===== src/sfpe_pkg.sv =====
`timescale 1ns / 1ps

package sfpe_pkg;

  // Message geometry.
  localparam int unsigned MAX_DATA_NIBBLES = 6;
  localparam int unsigned NIBBLE_W         = 4;
  localparam int unsigned COUNT_W          = 3;
  localparam int unsigned TICKS_W          = 12;
  localparam int unsigned RATIO_W          = 12;
  localparam int unsigned PERIOD_W         = 24;
  localparam int unsigned KIND_W           = 3;
  localparam int unsigned PULSE_IDX_W      = 4;
  localparam int unsigned TOTAL_W          = 9;

  // Configuration port.
  localparam int unsigned CFG_INDEX_W = 2;
  localparam int unsigned CFG_DATA_W  = 12;

  // Queue between the front and the back.
  localparam int unsigned FIFO_DEPTH = 2;
  localparam int unsigned FIFO_PTR_W = $clog2(FIFO_DEPTH);
  localparam int unsigned FIFO_CNT_W = $clog2(FIFO_DEPTH + 1);

  // Pulse timing in SENT ticks.
  localparam logic [TICKS_W-1:0]  SYNC_TICKS        = TICKS_W'(56);
  localparam logic [TICKS_W-1:0]  NIBBLE_BASE_TICKS = TICKS_W'(12);
  localparam logic [NIBBLE_W-1:0] CRC4_SEED         = NIBBLE_W'(5);

  // Register reset values.
  localparam logic [RATIO_W-1:0] TICK_RATIO_RST  = RATIO_W'(1);
  localparam logic [TICKS_W-1:0] FRAME_TICKS_RST = TICKS_W'(0);
  localparam logic [COUNT_W-1:0] DATA_COUNT_RST  = COUNT_W'(MAX_DATA_NIBBLES);

  typedef enum logic [CFG_INDEX_W-1:0] {
    CFG_TICK_RATIO   = 2'd0,
    CFG_PAUSE_ENABLE = 2'd1,
    CFG_FRAME_TICKS  = 2'd2,
    CFG_DATA_COUNT   = 2'd3
  } cfg_idx_e;

  typedef enum logic [KIND_W-1:0] {
    KIND_SYNC   = 3'd0,
    KIND_STATUS = 3'd1,
    KIND_DATA   = 3'd2,
    KIND_CRC    = 3'd3,
    KIND_PAUSE  = 3'd4
  } kind_e;

  // One classified message, as handed from the front to the back.
  typedef struct packed {
    logic [NIBBLE_W-1:0]                        status;
    logic [MAX_DATA_NIBBLES-1:0][NIBBLE_W-1:0]  nib;
    logic [COUNT_W-1:0]                         count;
    logic [NIBBLE_W-1:0]                        crc;
    logic [TICKS_W-1:0]                         fill;
    logic [RATIO_W-1:0]                         ratio;
    logic                                       pause_en;
  } msg_t;

  // CRC4 step table.
  function automatic logic [NIBBLE_W-1:0] crc4_lut(input logic [NIBBLE_W-1:0] idx);
    logic [NIBBLE_W-1:0] r;
    case (idx)
      4'd0:    r = 4'd0;
      4'd1:    r = 4'd13;
      4'd2:    r = 4'd7;
      4'd3:    r = 4'd10;
      4'd4:    r = 4'd14;
      4'd5:    r = 4'd3;
      4'd6:    r = 4'd9;
      4'd7:    r = 4'd4;
      4'd8:    r = 4'd1;
      4'd9:    r = 4'd12;
      4'd10:   r = 4'd6;
      4'd11:   r = 4'd11;
      4'd12:   r = 4'd15;
      4'd13:   r = 4'd2;
      4'd14:   r = 4'd8;
      default: r = 4'd5;
    endcase
    return r;
  endfunction

endpackage


===== src/sfpe_front.sv =====
`timescale 1ns / 1ps

module sfpe_front (
  input  logic                                                clk_i,
  input  logic                                                rst_ni,
  input  logic                                                cfg_valid_i,
  input  logic [sfpe_pkg::CFG_INDEX_W-1:0]                    cfg_index_i,
  input  logic [sfpe_pkg::CFG_DATA_W-1:0]                     cfg_data_i,
  input  logic [sfpe_pkg::NIBBLE_W-1:0]                       status_i,
  input  logic [sfpe_pkg::MAX_DATA_NIBBLES-1:0][sfpe_pkg::NIBBLE_W-1:0] nib_i,
  output sfpe_pkg::msg_t                                      msg_o
);
  import sfpe_pkg::*;

  logic [RATIO_W-1:0] tick_ratio_q;
  logic               pause_enable_q;
  logic [TICKS_W-1:0] frame_ticks_q;
  logic [COUNT_W-1:0] data_count_q;

  logic [COUNT_W-1:0]  count;
  logic [NIBBLE_W-1:0] crc;
  logic [TOTAL_W-1:0]  total;
  logic [TICKS_W-1:0]  total_ext;

  // Configuration registers; the port is always ready.
  always_ff @(posedge clk_i or negedge rst_ni) begin
    if (!rst_ni) begin
      tick_ratio_q   <= TICK_RATIO_RST;
      pause_enable_q <= 1'b0;
      frame_ticks_q  <= FRAME_TICKS_RST;
      data_count_q   <= DATA_COUNT_RST;
    end else if (cfg_valid_i) begin
      case (cfg_idx_e'(cfg_index_i))
        CFG_TICK_RATIO:   tick_ratio_q   <= cfg_data_i[RATIO_W-1:0];
        CFG_PAUSE_ENABLE: pause_enable_q <= cfg_data_i[0];
        CFG_FRAME_TICKS:  frame_ticks_q  <= cfg_data_i[TICKS_W-1:0];
        CFG_DATA_COUNT:   data_count_q   <= cfg_data_i[COUNT_W-1:0];
        default: ;
      endcase
    end
  end

  // Effective data count, saturated at the maximum.
  assign count = (data_count_q > COUNT_W'(MAX_DATA_NIBBLES)) ?
                 COUNT_W'(MAX_DATA_NIBBLES) : data_count_q;

  // CRC4 over the nibbles in use, then one zero-nibble augmentation step.
  // Frame length in ticks for everything but the pause.
  always_comb begin
    logic [NIBBLE_W-1:0] c;
    logic [TOTAL_W-1:0]  t;
    c = CRC4_SEED;
    t = TOTAL_W'(SYNC_TICKS) + TOTAL_W'(NIBBLE_BASE_TICKS) + TOTAL_W'(status_i);
    for (int i = 0; i < MAX_DATA_NIBBLES; i++) begin
      if (COUNT_W'(i) < count) begin
        c = nib_i[i] ^ crc4_lut(c);
        t = t + TOTAL_W'(NIBBLE_BASE_TICKS) + TOTAL_W'(nib_i[i]);
      end
    end
    c = crc4_lut(c);
    crc   = c;
    total = t + TOTAL_W'(NIBBLE_BASE_TICKS) + TOTAL_W'(c);
  end

  assign total_ext = TICKS_W'(total);

  // Classified message toward the queue.
  always_comb begin
    msg_o.status   = status_i;
    msg_o.nib      = nib_i;
    msg_o.count    = count;
    msg_o.crc      = crc;
    msg_o.fill     = (frame_ticks_q > total_ext) ? (frame_ticks_q - total_ext) : '0;
    msg_o.ratio    = (tick_ratio_q == '0) ? TICK_RATIO_RST : tick_ratio_q;
    msg_o.pause_en = pause_enable_q;
  end

endmodule


===== src/sfpe_fifo.sv =====
`timescale 1ns / 1ps

module sfpe_fifo (
  input  logic           clk_i,
  input  logic           rst_ni,
  input  logic           push_i,
  input  sfpe_pkg::msg_t push_data_i,
  output logic           full_o,
  input  logic           pop_i,
  output logic           head_valid_o,
  output sfpe_pkg::msg_t head_o
);
  import sfpe_pkg::*;

  msg_t                  entry_q [FIFO_DEPTH];
  logic [FIFO_PTR_W-1:0] wr_ptr_q, wr_ptr_d;
  logic [FIFO_PTR_W-1:0] rd_ptr_q, rd_ptr_d;
  logic [FIFO_CNT_W-1:0] cnt_q, cnt_d;
  logic                  do_push, do_pop;

  assign full_o       = (cnt_q == FIFO_CNT_W'(FIFO_DEPTH));
  assign head_valid_o = (cnt_q != '0);
  assign head_o       = entry_q[rd_ptr_q];

  assign do_push = push_i && !full_o;
  assign do_pop  = pop_i && head_valid_o;

  // Pointer and fill-level update.
  always_comb begin
    wr_ptr_d = wr_ptr_q;
    rd_ptr_d = rd_ptr_q;
    cnt_d    = cnt_q;
    if (do_push) begin
      wr_ptr_d = (wr_ptr_q == FIFO_PTR_W'(FIFO_DEPTH - 1)) ? '0 : wr_ptr_q + 1'b1;
    end
    if (do_pop) begin
      rd_ptr_d = (rd_ptr_q == FIFO_PTR_W'(FIFO_DEPTH - 1)) ? '0 : rd_ptr_q + 1'b1;
    end
    if (do_push && !do_pop) begin
      cnt_d = cnt_q + 1'b1;
    end else if (do_pop && !do_push) begin
      cnt_d = cnt_q - 1'b1;
    end
  end

  always_ff @(posedge clk_i or negedge rst_ni) begin
    if (!rst_ni) begin
      wr_ptr_q <= '0;
      rd_ptr_q <= '0;
      cnt_q    <= '0;
    end else begin
      wr_ptr_q <= wr_ptr_d;
      rd_ptr_q <= rd_ptr_d;
      cnt_q    <= cnt_d;
    end
  end

  // Storage needs no reset.
  always_ff @(posedge clk_i) begin
    if (do_push) begin
      entry_q[wr_ptr_q] <= push_data_i;
    end
  end

endmodule


===== src/sfpe_back.sv =====
`timescale 1ns / 1ps

module sfpe_back (
  input  logic                                clk_i,
  input  logic                                rst_ni,
  input  logic                                head_valid_i,
  input  sfpe_pkg::msg_t                      head_i,
  output logic                                pop_o,
  output logic                                out_valid_o,
  input  logic                                out_stall_i,
  output logic [sfpe_pkg::PERIOD_W-1:0]       period_counts_o,
  output logic [sfpe_pkg::KIND_W-1:0]         pulse_kind_o,
  output logic [sfpe_pkg::NIBBLE_W-1:0]       crc_nibble_o,
  output logic                                last_pulse_o
);
  import sfpe_pkg::*;

  logic [PULSE_IDX_W-1:0] idx_q, idx_d;
  logic                   out_valid_q, out_valid_d;
  logic [PERIOD_W-1:0]    period_q;
  kind_e                  kind_q;
  logic [NIBBLE_W-1:0]    crc_q;
  logic                   last_q;

  logic [PULSE_IDX_W-1:0] count_ext;
  logic [PULSE_IDX_W-1:0] last_idx;
  logic [COUNT_W-1:0]     data_sel;
  logic [NIBBLE_W-1:0]    data_nib;
  kind_e                  kind;
  logic [TICKS_W-1:0]     ticks;
  logic                   is_last;
  logic                   advance, fire;

  assign count_ext = PULSE_IDX_W'(head_i.count);
  assign last_idx  = count_ext + PULSE_IDX_W'(2) + PULSE_IDX_W'(head_i.pause_en);
  assign is_last   = (idx_q == last_idx);
  assign data_sel  = COUNT_W'(idx_q - PULSE_IDX_W'(2));

  // Data nibble for the current data pulse.
  always_comb begin
    case (data_sel)
      3'd0:    data_nib = head_i.nib[0];
      3'd1:    data_nib = head_i.nib[1];
      3'd2:    data_nib = head_i.nib[2];
      3'd3:    data_nib = head_i.nib[3];
      3'd4:    data_nib = head_i.nib[4];
      3'd5:    data_nib = head_i.nib[5];
      default: data_nib = '0;
    endcase
  end

  // Pulse kind and length in ticks for the current position in the frame.
  always_comb begin
    if (idx_q == '0) begin
      kind  = KIND_SYNC;
      ticks = SYNC_TICKS;
    end else if (idx_q == PULSE_IDX_W'(1)) begin
      kind  = KIND_STATUS;
      ticks = NIBBLE_BASE_TICKS + TICKS_W'(head_i.status);
    end else if (idx_q < count_ext + PULSE_IDX_W'(2)) begin
      kind  = KIND_DATA;
      ticks = NIBBLE_BASE_TICKS + TICKS_W'(data_nib);
    end else if (idx_q == count_ext + PULSE_IDX_W'(2)) begin
      kind  = KIND_CRC;
      ticks = NIBBLE_BASE_TICKS + TICKS_W'(head_i.crc);
    end else begin
      kind  = KIND_PAUSE;
      ticks = head_i.fill;
    end
  end

  // A pulse moves into the output register when it is empty or being taken.
  assign advance = !out_valid_q || !out_stall_i;
  assign fire    = advance && head_valid_i;
  assign pop_o   = fire && is_last;

  always_comb begin
    idx_d       = idx_q;
    out_valid_d = out_valid_q;
    if (fire) begin
      idx_d       = is_last ? '0 : idx_q + 1'b1;
      out_valid_d = 1'b1;
    end else if (advance) begin
      out_valid_d = 1'b0;
    end
  end

  always_ff @(posedge clk_i or negedge rst_ni) begin
    if (!rst_ni) begin
      idx_q       <= '0;
      out_valid_q <= 1'b0;
    end else begin
      idx_q       <= idx_d;
      out_valid_q <= out_valid_d;
    end
  end

  // Output payload; the period product is formed straight into the register.
  always_ff @(posedge clk_i) begin
    if (fire) begin
      period_q <= PERIOD_W'(ticks) * PERIOD_W'(head_i.ratio);
      kind_q   <= kind;
      crc_q    <= head_i.crc;
      last_q   <= is_last;
    end
  end

  assign out_valid_o     = out_valid_q;
  assign period_counts_o = period_q;
  assign pulse_kind_o    = kind_q;
  assign crc_nibble_o    = crc_q;
  assign last_pulse_o    = last_q;

endmodule


===== src/sent_frame_pulse_encoder.sv =====
`timescale 1ns / 1ps

// SENT fast-channel frame encoder.
// Input channel (in_valid_i / in_stall_o): one beat is one message, a status
// nibble and six data nibbles. The front computes the CRC4 and the pause fill
// and writes the message into a two-entry queue.
// Output channel (out_valid_o / out_stall_i): one beat per pulse, in the order
// sync, status, data nibbles, CRC and optional pause, with last_pulse_o set on
// the final pulse of the frame. Periods are ticks times the tick ratio.
// Configuration (cfg_valid_i / cfg_ready_o) is always ready and must only be
// written while no message is in flight.
// A message is first written into the queue; its first pulse then enters the
// output register once that is empty or being taken. The output sequencer
// issues one pulse per cycle while the output is not stalled; a message has
// the saturated data count plus 3 pulses, plus one with the pause enabled (at
// most 10). Messages are accepted back to back while the queue has room.
// When the receiver stalls, the held pulse stays put and the queue fills, after
// which in_stall_o rises. Reset empties the queue and loads register defaults
// (tick ratio 1, pause off, frame length 0, six data nibbles).
module sent_frame_pulse_encoder (
  input  logic                               clk_i,
  input  logic                               rst_ni,
  input  logic                               cfg_valid_i,
  output logic                               cfg_ready_o,
  input  logic [sfpe_pkg::CFG_INDEX_W-1:0]   cfg_index_i,
  input  logic [sfpe_pkg::CFG_DATA_W-1:0]    cfg_data_i,
  input  logic                               in_valid_i,
  output logic                               in_stall_o,
  input  logic [sfpe_pkg::NIBBLE_W-1:0]      status_nibble_i,
  input  logic [sfpe_pkg::NIBBLE_W-1:0]      nibble_0_i,
  input  logic [sfpe_pkg::NIBBLE_W-1:0]      nibble_1_i,
  input  logic [sfpe_pkg::NIBBLE_W-1:0]      nibble_2_i,
  input  logic [sfpe_pkg::NIBBLE_W-1:0]      nibble_3_i,
  input  logic [sfpe_pkg::NIBBLE_W-1:0]      nibble_4_i,
  input  logic [sfpe_pkg::NIBBLE_W-1:0]      nibble_5_i,
  output logic                               out_valid_o,
  input  logic                               out_stall_i,
  output logic [sfpe_pkg::PERIOD_W-1:0]      period_counts_o,
  output logic [sfpe_pkg::KIND_W-1:0]        pulse_kind_o,
  output logic [sfpe_pkg::NIBBLE_W-1:0]      crc_nibble_o,
  output logic                               last_pulse_o
);
  import sfpe_pkg::*;

  logic [MAX_DATA_NIBBLES-1:0][NIBBLE_W-1:0] nib;
  msg_t front_msg;
  msg_t head_msg;
  logic fifo_full;
  logic head_valid;
  logic pop;

  assign nib = {nibble_5_i, nibble_4_i, nibble_3_i, nibble_2_i, nibble_1_i, nibble_0_i};
  assign cfg_ready_o = 1'b1;
  assign in_stall_o  = fifo_full;

  // Front: configuration, CRC and pause fill.
  sfpe_front u_front (
    .clk_i       (clk_i),
    .rst_ni      (rst_ni),
    .cfg_valid_i (cfg_valid_i),
    .cfg_index_i (cfg_index_i),
    .cfg_data_i  (cfg_data_i),
    .status_i    (status_nibble_i),
    .nib_i       (nib),
    .msg_o       (front_msg)
  );

  // Message queue between front and back.
  sfpe_fifo u_fifo (
    .clk_i        (clk_i),
    .rst_ni       (rst_ni),
    .push_i       (in_valid_i),
    .push_data_i  (front_msg),
    .full_o       (fifo_full),
    .pop_i        (pop),
    .head_valid_o (head_valid),
    .head_o       (head_msg)
  );

  // Back: pulse sequencer and output register.
  sfpe_back u_back (
    .clk_i           (clk_i),
    .rst_ni          (rst_ni),
    .head_valid_i    (head_valid),
    .head_i          (head_msg),
    .pop_o           (pop),
    .out_valid_o     (out_valid_o),
    .out_stall_i     (out_stall_i),
    .period_counts_o (period_counts_o),
    .pulse_kind_o    (pulse_kind_o),
    .crc_nibble_o    (crc_nibble_o),
    .last_pulse_o    (last_pulse_o)
  );

endmodule

===== config.mk =====
export PLATFORM = sky130hd
export DESIGN_NAME = sent_frame_pulse_encoder
export DESIGN_NICKNAME = d
export VERILOG_FILES = /design/src/sfpe_pkg.sv /design/src/sfpe_front.sv /design/src/sfpe_fifo.sv /design/src/sfpe_back.sv /design/src/sent_frame_pulse_encoder.sv
export SDC_FILE = /design/constraint.sdc
export NUM_CORES = 1
export LEC_CHECK = 0
export ABC_AREA = 1
export BUFFER_PORTS_ARGS = -buffer_cell sky130_fd_sc_hd__buf_4
export CAP_MARGIN = 20
export CORE_UTILIZATION = 40
export DETAILED_ROUTE_END_ITERATION = 10
export SYNTH_ARGS = -nofsm -noshare
export SYNTH_HDL_FRONTEND = slang
export SYNTH_SLANG_ARGS = --single-unit

===== constraint.sdc =====
create_clock -name clk_i -period 8.3 [get_ports clk_i]
set_input_delay 0.83 -clock clk_i [delete_from_list [all_inputs] [get_ports clk_i]]
set_output_delay 0.83 -clock clk_i [all_outputs]
set_load 0.1 [all_outputs]

---- Word-level counts from Yosys, hierarchy flattened ----
Memory sizes are Yosys's and may differ from the RTL's.
Index checks and enable logic that the tools add are counted.
word-level totals
  register bits ........................... 69
  latch bits .............................. 0
  RAM bits ................................ 120
  ROM bits ................................ 384
  input bits .............................. 47
  memories kept ........................... 7
cells by class
  add/sub/neg operators ................... 27
  multiply operators ...................... 1
  divide/modulo/power cells ............... 0
  order comparisons ....................... 9
  eq/ne operators ......................... 12
  shift-type cells ........................ 0
  multiplexer cells ....................... 38
  bitwise gates (word level) .............. 6
  reduce and logical (&&, ||, !) cells .... 25
memory list
  memory           words  bits a word  rd ports  clocked after Yosys merged registers in  write ports  line             RTL
  u_fifo.entry_q   2      60           1         0                                        1            sfpe_fifo.sv:15  msg_t entry_q [FIFO_DEPTH];
  (no name shown)  16     4            1         0                                        0            sfpe_pkg.sv:64   case (idx)
  (no name shown)  16     4            1         0                                        0            sfpe_pkg.sv:64
  (no name shown)  16     4            1         0                                        0            sfpe_pkg.sv:64
  (no name shown)  16     4            1         0                                        0            sfpe_pkg.sv:64
  (no name shown)  16     4            1         0                                        0            sfpe_pkg.sv:64
  1 more memories  n/a    n/a          n/a       n/a                                      n/a          n/a
operator list
  cell                                               number
  2-to-1 mux 12 bit                                  6
  adder 9 x 4 -> 9 bit                               7
  adder 9 x 4 -> 9 bit, second input constant        7
  2-to-1 mux 9 bit                                   6
  2-to-1 mux 4 bit                                   13
  multiplier 12 x 12 -> 24 bit                       1
  case mux 4 bit (6 select lines)                    1
  bitwise XOR 4 bit                                  6
  adder 4 x 4 -> 5 bit, first input constant         3
  > comparator 12 x 9 -> 1 bit                       1
  zero test 12 bit                                   1
  subtractor 12 x 9 -> 12 bit                        1
  adder 7 x 4 -> 8 bit, first input constant         1
  == test 4 bit                                      2
  AND reduction 2 bit                                4
  2-to-1 mux 1 bit                                   7
  == test 2 bit, second input constant               3
  == test 3 x 2 -> 1 bit, second input constant      2
  == test 3 bit, second input constant               2
  logical AND 1 bit                                  6
  < comparator 1 x 3 -> 1 bit, first input constant  2
  < comparator 2 x 3 -> 1 bit, first input constant  2
  < comparator 3 bit, first input constant           2
  2-to-1 mux 2 bit                                   3
  other kinds (21)                                   29

---- Logic depth before layout (Yosys ltp) ----
Gate-level depths: netlist of the first run.
An unclocked memory read counts as a cell.
  word-level depth ........................ 30
  depth in mapped cells ................... 59
  depth with buffers taken out ............ 59

---- Cells and area by module ----
Synthesis of the first run repeated with hierarchy kept, for this count alone.
unflattened totals
  cells, all modules ...................... 2025
  area, all modules ....................... 16988.8 µm²
by module, submodules not included
  module                    instances  cells an instance  area an instance (µm²)  sequential area each (µm²)
  sfpe_back                 1          866                6974.2                  1086.0
  sfpe_front                1          812                5358.9                  704.4
  sfpe_fifo                 1          345                4644.5                  3703.6
  sent_frame_pulse_encoder  1          2                  11.3                    0.0

---- Worst setup path before layout of the first run ----
No wires, ideal clock.
  kind .................................... input to register
  from .................................... input status_nibble_i[1] (netlist name)
  to ...................................... memory u_fifo.entry_q[0][24] (netlist name), data pin
  data arrival time ....................... 9.681 ns
  path slack .............................. -1.657 ns
  stages on the path ...................... 44
  path buffers ............................ 0
  cells stage by stage .................... ha_1 > ha_1 > inv_1 > fa_1 > nand2_1 > nand2_1 > ha_1 > fa_1 > nor2_1 > a31oi_1 > ha_1 > fa_1 > nand2_1 > nand2_1 > ha_1 > fa_1 > nor2_1 > a31oi_1 > [... 8 more ...] > ha_1 > inv_1 > ha_1 > a21oi_1 > inv_1 > a31oi_1 > nor2_1 > o211ai_1 > xnor2_1 > ha_1 > nand2_1 > nor2_1 > inv_1 > o221ai_1 > a211oi_1 > o21ai_0 > nor2_1 > nor2_1
RTL lines
  item         line                            RTL
  from (decl)  sent_frame_pulse_encoder.sv:29  input logic [sfpe_pkg::NIBBLE_W-1:0] status_nibble_i,
  to (decl)    sfpe_fifo.sv:15

==> results.ini, run 1 <==
[placed_design]
port-buffer-count=80
dp_worst_setup_slack_ps=-1580
detailedPlacementHpwl_um=30800
globalplace.congestion=0.929

[yosys]
synth_area_leader_cell=sky130_fd_sc_hd__edfxtp_1
synth.ff_latch_count=189
post_synth_instance_area_um2=15800
synthMuxAreaShare_pct=0.254
synthCells=1777
synthXorXnorAreaFrac_pct=3.65
postSynthNetCount=2093
synth_compound_gate_area_share_pct=7.23
synthesis.yosys.warnings=0
synth.lib_cells_used.distinct=54
syn-mean-instance-area_um2=8.87
yosys.area_share.simple_pct=18.3
synth_top_family_by_area=adder cells
synthAdderAreaFrac_pct=26.5
netlist.area_leader.share_pct=29.0
synth_top_cells_by_area=sky130_fd_sc_hd__edfxtp_1 29%, sky130_fd_sc_hd__fa_1 14%, sky130_fd_sc_hd__ha_1 13%, sky130_fd_sc_hd__nand2_1 9.0%, sky130_fd_sc_hd__inv_1 7.4%
seq_area_frac_synth_pct=34.9

[sta]
timing.setup.tns_ps=-21160
whs_ps=385
maxSlewHeadroom_pct=42.5
final_max_slew_viol_count=0
fmax_mhz=109
timing.final.crit_share_pct=111
final_hold_viol_count=0
period_needed_ps=9210
fin_ws_ps=-913
timing_worst_slew_pin_value_ps=857
rsz0062_at_grt=true
setup_viol_count_final=24
finalClockSkew_ps=13.4

[setup_path]
timing.critical_path.from_type=input port
most_used_cell_cp=sky130_fd_sc_hd__nand2_2
worst_path_largest_cell_delay_ps=540
critPathRequiredTime_ps=8500
path_class=input port to flip-flop
worstReg2RegStart=u_front.data_count_q[1]
critical_path.endpoint_type=flip-flop
crit_arrival_ps=9410
critPathSlowestCell=sky130_fd_sc_hd__fa_2
critPathLaunch=nibble_0_i[1]
cp_max_fo=5

[grt]
globalRoute.totalOverflow=0
antenna_violations_before_repair=0
grt_pass1_wl_um=64300
pin_count_of_the_biggest_net_entering_global_routing=62
grt.total_usage_pct=20.2
first_global_vias=12700

[finish]
drive_above_1_share_pct=21.8
finalNetCount=2358
flow.area_growth_from_synthesis_pct=22.7
antenna-diode-count=0

[drt]
remaining_drc_errors=0
vias=12500
detail_route.wl_per_cell_um=15.1
first_pass_iters=5
drt_first_iter_violations=823
wirelength_um=38800
post_drt_via_cell_ratio=4.84
remaining_antenna_violation_count_after_routing=0

[clock_tree]
ctsHoldBuffers=0
cts-htree-levels=4
tritoncts.num_buffers=17
cts_tree=done
clkTransAtPathRegs_ps=80
cts_sinks=189
clk-insertion-delay-late_ps=450
cts.root.buffer_cell=sky130_fd_sc_hd__clkbuf_16
max-clock-path-buffers=2

[floorplanning]
io_pins=82
floorplan.die.height_um=200
cell_row_count=72
initial_cell_density_of_the_core_pct=40.7
die_area_um2=40200
fp.coreArea_um2=38700
dieWidth_um=200

[run_status]
failing_checks=setup timing
status=finished with violations

[run]
maxCapViolCount=0

[min_path]
holdCritPathClass=input port to async pin

## cells by family (layout without fill, tap and decap cells)
group,Yosys count,after routing
AO/OA/AOI/OAI,200,200
XOR/XNOR,64,64
adder cells (fa/ha/maj),269,269
buffers and inverters,377,654
flip-flops,189,189
multiplexers,4,4
other,1,1
AND/OR/NAND/NOR,673,674
## metrics by stage
step	instances	cell area [um2]	utilization [%]
after global placement	2512	18300	47.4
after CTS	2563	19100	49.4
final	2573	19300	49.9
after detailed placement	2512	18300	47.4
after global routing	2573	19300	49.9
after floorplan	1777	15900	-
## registers in the layout (all words and copies together) (netlist names)
register	cells
u_fifo.wr_ptr_q	1
u_front.frame_ticks_q	12
u_front.data_count_q	3
u_back.idx_q	4
u_back.crc_nibble_o	4
u_back.period_counts_o	24
u_front.tick_ratio_q	12
u_back.out_valid_o	1
u_front.pause_enable_q	1
u_fifo.cnt_q	2
u_fifo.rd_ptr_q	1
u_back.last_pulse_o	1
u_back.pulse_kind_o	3
u_fifo.entry_q	120
## path summary, 6_finish.rpt
| check | endpoint | slack (ps) | depth (start not counted) |
|---|---|---|---|
| setup / recovery | u_fifo.entry_q[0][21] | -910 | 46 |
| hold / removal | u_front.pause_enable_q | 390 | 1 |
| setup reg to reg | u_fifo.entry_q[0][21] | -580 | 46 |
| hold reg to reg | u_front.frame_ticks_q[0] | 490 | 2 |
| max in group asynchronous | u_fifo.rd_ptr_q | 7490 | 1 |
| min in group clk_i | u_front.frame_ticks_q[0] | 490 | 2 |
## cells in the mapped netlist, drive strengths merged
| master | count |
|---|---|
| nand2 | 388 |
| inv | 320 |
| ha | 161 |
| edfxtp | 152 |
| nor2 | 132 |
| nand3 | 123 |
| fa | 108 |
| o21ai | 96 |
| a21oi | 49 |
| clkbuf | 39 |
| xor2 | 35 |
| dfrtp | 34 |
| xnor2 | 29 |
| a31oi | 16 |
| clkinv | 10 |
| a211oi | 8 |
| buf | 8 |
| nand4 | 8 |
| o22ai | 8 |
| or2 | 8 |
| nor3 | 6 |
| mux2i | 4 |
| nor4 | 4 |
| o211ai | 4 |
| o21bai | 4 |
| dfstp | 3 |
| nand3b | 3 |
| a21o | 2 |
| a221oi | 2 |
| a31o | 2 |
| o221ai | 2 |
| o31ai | 2 |
| o32ai | 2 |
| a22o | 1 |
| a32o | 1 |
| and2 | 1 |
| conb | 1 |
| o41ai | 1 |
## repair_timing
item,4_1_cts,5_1_grt
endpoints found under the setup margin,24,29
buffers inserted,19,10
resized for setup,19,40
gates cloned,1,0
pin swaps,27,19
## cell type report
type                    count  area [um2]
clock buffers              18         429
clock inverters            14         149
fillers                  3654       19400
inverters                 330        1240
multi-input cells        1212        9170
flip-flops and latches    189        5500
well taps                 518         648
repair buffers            292        2210
## layout by cell type, fill, tap and decap left out, types with 4 or more instances in the layout
cell type	instances
sky130_fd_sc_hd__nor2_4	5
sky130_fd_sc_hd__o211ai_1	4
sky130_fd_sc_hd__nand4_1	7
sky130_fd_sc_hd__buf_6	4
sky130_fd_sc_hd__a31oi_1	13
sky130_fd_sc_hd__o22ai_1	8
sky130_fd_sc_hd__edfxtp_1	152
sky130_fd_sc_hd__inv_8	4
sky130_fd_sc_hd__clkinv_1	11
sky130_fd_sc_hd__a21oi_2	13
sky130_fd_sc_hd__o21ai_2	7
sky130_fd_sc_hd__nand3_2	7
sky130_fd_sc_hd__a21oi_1	36
sky130_fd_sc_hd__xnor2_1	28
sky130_fd_sc_hd__nor2_2	8
sky130_fd_sc_hd__xor2_1	33
sky130_fd_sc_hd__nand2_1	366
sky130_fd_sc_hd__or2_2	8
sky130_fd_sc_hd__nand2_2	19
sky130_fd_sc_hd__o21ai_0	73
sky130_fd_sc_hd__nor4_1	4
sky130_fd_sc_hd__fa_1	105
sky130_fd_sc_hd__clkbuf_16	17
sky130_fd_sc_hd__inv_1	305
sky130_fd_sc_hd__a211oi_1	6
sky130_fd_sc_hd__nand3_1	113
sky130_fd_sc_hd__buf_4	288
sky130_fd_sc_hd__mux2i_1	4
sky130_fd_sc_hd__ha_1	148
sky130_fd_sc_hd__inv_2	15
sky130_fd_sc_hd__nor2_1	120
sky130_fd_sc_hd__o21ai_1	16
sky130_fd_sc_hd__ha_4	10
sky130_fd_sc_hd__dfrtp_1	33
## per-layer routing
layer  track usage (%)  up-vias  wire length [um]
li1                  -     6255                 -
met1              28.7     5959             19300
met4              5.67        0               675
met2              32.4      209             17700
met3              2.42       38              1050
met5                 0        -                 0
## worst max-delay path: cells and delay by family
family	cells	cell delay, ps
fa+ha+maj	16	5290
compound gates	9	1610
simple gates	14	1100
buf+inv	6	410
xor+xnor	1	150
Power of run 1 is not shown: default switching activity piles up to over one toggle a cycle in this logic, so the estimate is an artifact.
==> run 2: changes to the inputs <==
==> constraint.sdc (replaced) <==
create_clock -name clk_i -period 8.9 [get_ports clk_i]
set_input_delay 0.89 -clock clk_i [delete_from_list [all_inputs] [get_ports clk_i]]
set_output_delay 0.89 -clock clk_i [all_outputs]
set_load 0.1 [all_outputs]
==> run 2 against run 1 <==
  * The flow still finishes with violations (setup timing)
  * Via count fell by 1.7%
  * Die area did not move
  * Register-to-register slack improved by 480 ps
  * Worst hold slack improved by 70 ps
  * Wire length fell by 0.64%
  * Critical path depth fell by 4
  * Core utilization fell by 1.4 points
  * Sequential cell count did not move
  * Final cell count fell by 3.2%
  * Count of clock-buffer cells in the layout fell by 1
==> results.ini, run 2 (synthesis results as in run 1) <==
[floorplanning]
floorplan.die.height_um=200  ; unchanged
initial_cell_density_of_the_core_pct=40.7  ; unchanged
io_pins=82  ; unchanged
die_area_um2=40200  ; unchanged
cell_row_count=72  ; unchanged
dieWidth_um=200  ; unchanged
fp.coreArea_um2=38700  ; unchanged

[grt]
grt_util_met2_pct=32.8  ; was 32.4%
gr-usage-met1_pct=27.6  ; was 28.7%
globalRoute.totalOverflow=0  ; unchanged
pin_count_of_the_biggest_net_entering_global_routing=66  ; was 62
antenna_violations_before_repair=0  ; unchanged
busiest_layer=met2  ; unchanged
grt.total_usage_pct=19.8  ; was 20.2%
grt.met3_usage_pct=2.53  ; was 2.42%
grt_pass1_wl_um=63400  ; was 64300 um
first_global_vias=12500  ; was 12700

[finish]
flow.area_growth_from_synthesis_pct=19.4  ; was 22.7%
drive_above_1_share_pct=18.4  ; was 21.8%
mostFrequentLayoutCells=368 x sky130_fd_sc_hd__nand2_1, 304 x sky130_fd_sc_hd__inv_1, 207 x sky130_fd_sc_hd__buf_4  ; was 366 x sky130_fd_sc_hd__nand2_1, 305 x sky130_fd_sc_hd__inv_1, 288 x sky130_fd_sc_hd__buf_4
finalNetCount=2276  ; was 2358
antenna-diode-count=0  ; unchanged
mostFrequentLayoutCell=sky130_fd_sc_hd__nand2_1  ; unchanged
max_flop_register=u_fifo.entry_q  ; unchanged
non_filler_instances=2491  ; was 2573
largest_reg_flops=120  ; unchanged

[sta]
whs_ps=455  ; was 385 ps
period_needed_ps=9370
final_hold_viol_count=0  ; unchanged
timing_worst_slew_pin_value_ps=890  ; was 857 ps
fmax_mhz=107
timing.final.crit_share_pct=105
rsz0062_at_grt=true  ; unchanged
final_max_slew_viol_count=0  ; unchanged
finalClockSkew_ps=15.5  ; was 13.4 ps
maxSlewHeadroom_pct=40.3  ; was 42.5%
fin_ws_ps=-467  ; was -913 ps
setup_viol_count_final=24  ; unchanged

[drt]
drt_first_iter_violations=818  ; was 823
vias=12300  ; was 12500
remaining_antenna_violation_count_after_routing=0  ; unchanged
first_pass_iters=6  ; was 5
post_drt_via_cell_ratio=4.92  ; was 4.84
detail_route.wl_per_cell_um=15.5  ; was 15.1 um
wirelength_um=38500  ; was 38800 um
remaining_drc_errors=0  ; unchanged

[setup_path]
timing.critical_path.from_type=input port  ; unchanged
critPathSlowestCell=sky130_fd_sc_hd__fa_2  ; unchanged
critPathRequiredTime_ps=9090  ; was 8500 ps
critical_path.endpoint_type=flip-flop  ; unchanged
worst_path_largest_cell_delay_ps=550  ; was 540 ps
path_class=input port to flip-flop  ; unchanged
cp_max_fo=5  ; unchanged
crit_arrival_ps=9560  ; was 9410 ps

[clock_tree]
cts_sinks=189  ; unchanged
tritoncts.num_buffers=17  ; unchanged
max-clock-path-buffers=2  ; unchanged
cts_tree=done  ; unchanged
cts-htree-levels=4  ; unchanged
clk-insertion-delay-late_ps=450  ; about the same
clkTransAtPathRegs_ps=80  ; about the same
cts.root.buffer_cell=sky130_fd_sc_hd__clkbuf_16  ; unchanged

[placed_design]
detailedPlacementHpwl_um=30500  ; was 30800 um
globalplace.congestion=0.916  ; was 0.929
dp_worst_setup_slack_ps=-1060  ; was -1580 ps
port-buffer-count=80  ; unchanged
place.detailed.instances=2437  ; was 2512

[min_path]
holdCritPathClass=input port to async pin  ; unchanged

[run]
maxCapViolCount=0  ; unchanged

[run_status]
status=finished with violations  ; unchanged
failing_checks=setup timing  ; unchanged

-- run 2: cell count changes in the layout (fill, tap and decap cells not counted), sizes merged --
cell      delta
buf         -82
inv          +2
clkbuf       -1
clkinvlp     -1
-- run 2: area by class of cell --
type	instances	area, um2
Fill cell	3705	19900
Multi-Input combinational cell	1212	9210
Sequential cell	189	5500
Timing Repair Buffer	210	1590
Inverter	330	1240
Tap cell	518	648
Clock buffer	17	425
Clock inverter	15	204
-- run 2: what timing repair did --
action                                  CTS  global route
setup buffers                            16             6
endpoints found under the setup margin   24            29
hold buffers                              0             0
cloned                                    1             0
resized for setup                        16            39
pin swaps                                16            14
-- run 2: final timing paths --
check / slack (ps) / end / depth (start not counted) / start
setup / recovery: -470 / u_fifo.entry_q[1][17] / 42 / nibble_0_i[1]
hold / removal: 450 / u_front.pause_enable_q / 1 / rst_ni
setup reg to reg: -100 / u_fifo.entry_q[1][17] / 42 / u_front.data_count_q[2]
hold reg to reg: 510 / u_back.out_valid_o / 2 / u_back.out_valid_o
max in group asynchronous: 8020 / u_fifo.rd_ptr_q / 1 / rst_ni
min in group clk_i: 510 / u_back.out_valid_o / 2 / u_back.out_valid_o
-- run 2: metrics by stage --
step | setup TNS (ps) | area (um2) | utilization (%)
3_3_place_gp | -19380 | 17800 | 45.9
2_1_floorplan | -7640 | 15900 | -
5_1_grt | -18680 | 18800 | 48.6
3_5_place_dp | -24350 | 17800 | 45.9
6_report | -10060 | 18800 | 48.6
4_1_cts | -8630 | 18600 | 48.0
-- run 2: per-layer routing --
layer	routed length [um]	vias to the layer above	part of all wire [%]
met5	0	-	0
met1	18700	5877	48
met3	1400	35	3.6
li1	-	6093	-
met4	484	0	1.3
met2	18000	248	47
-- run 2: critical path: cells and delay by family --
kind            cells  cell delay, ps
compound gates      8            1510
xor+xnor            1             110
fa+ha+maj          16            5570
buf+inv             4             340
simple gates       13            1140
Power of run 2 is left out for the same reason.
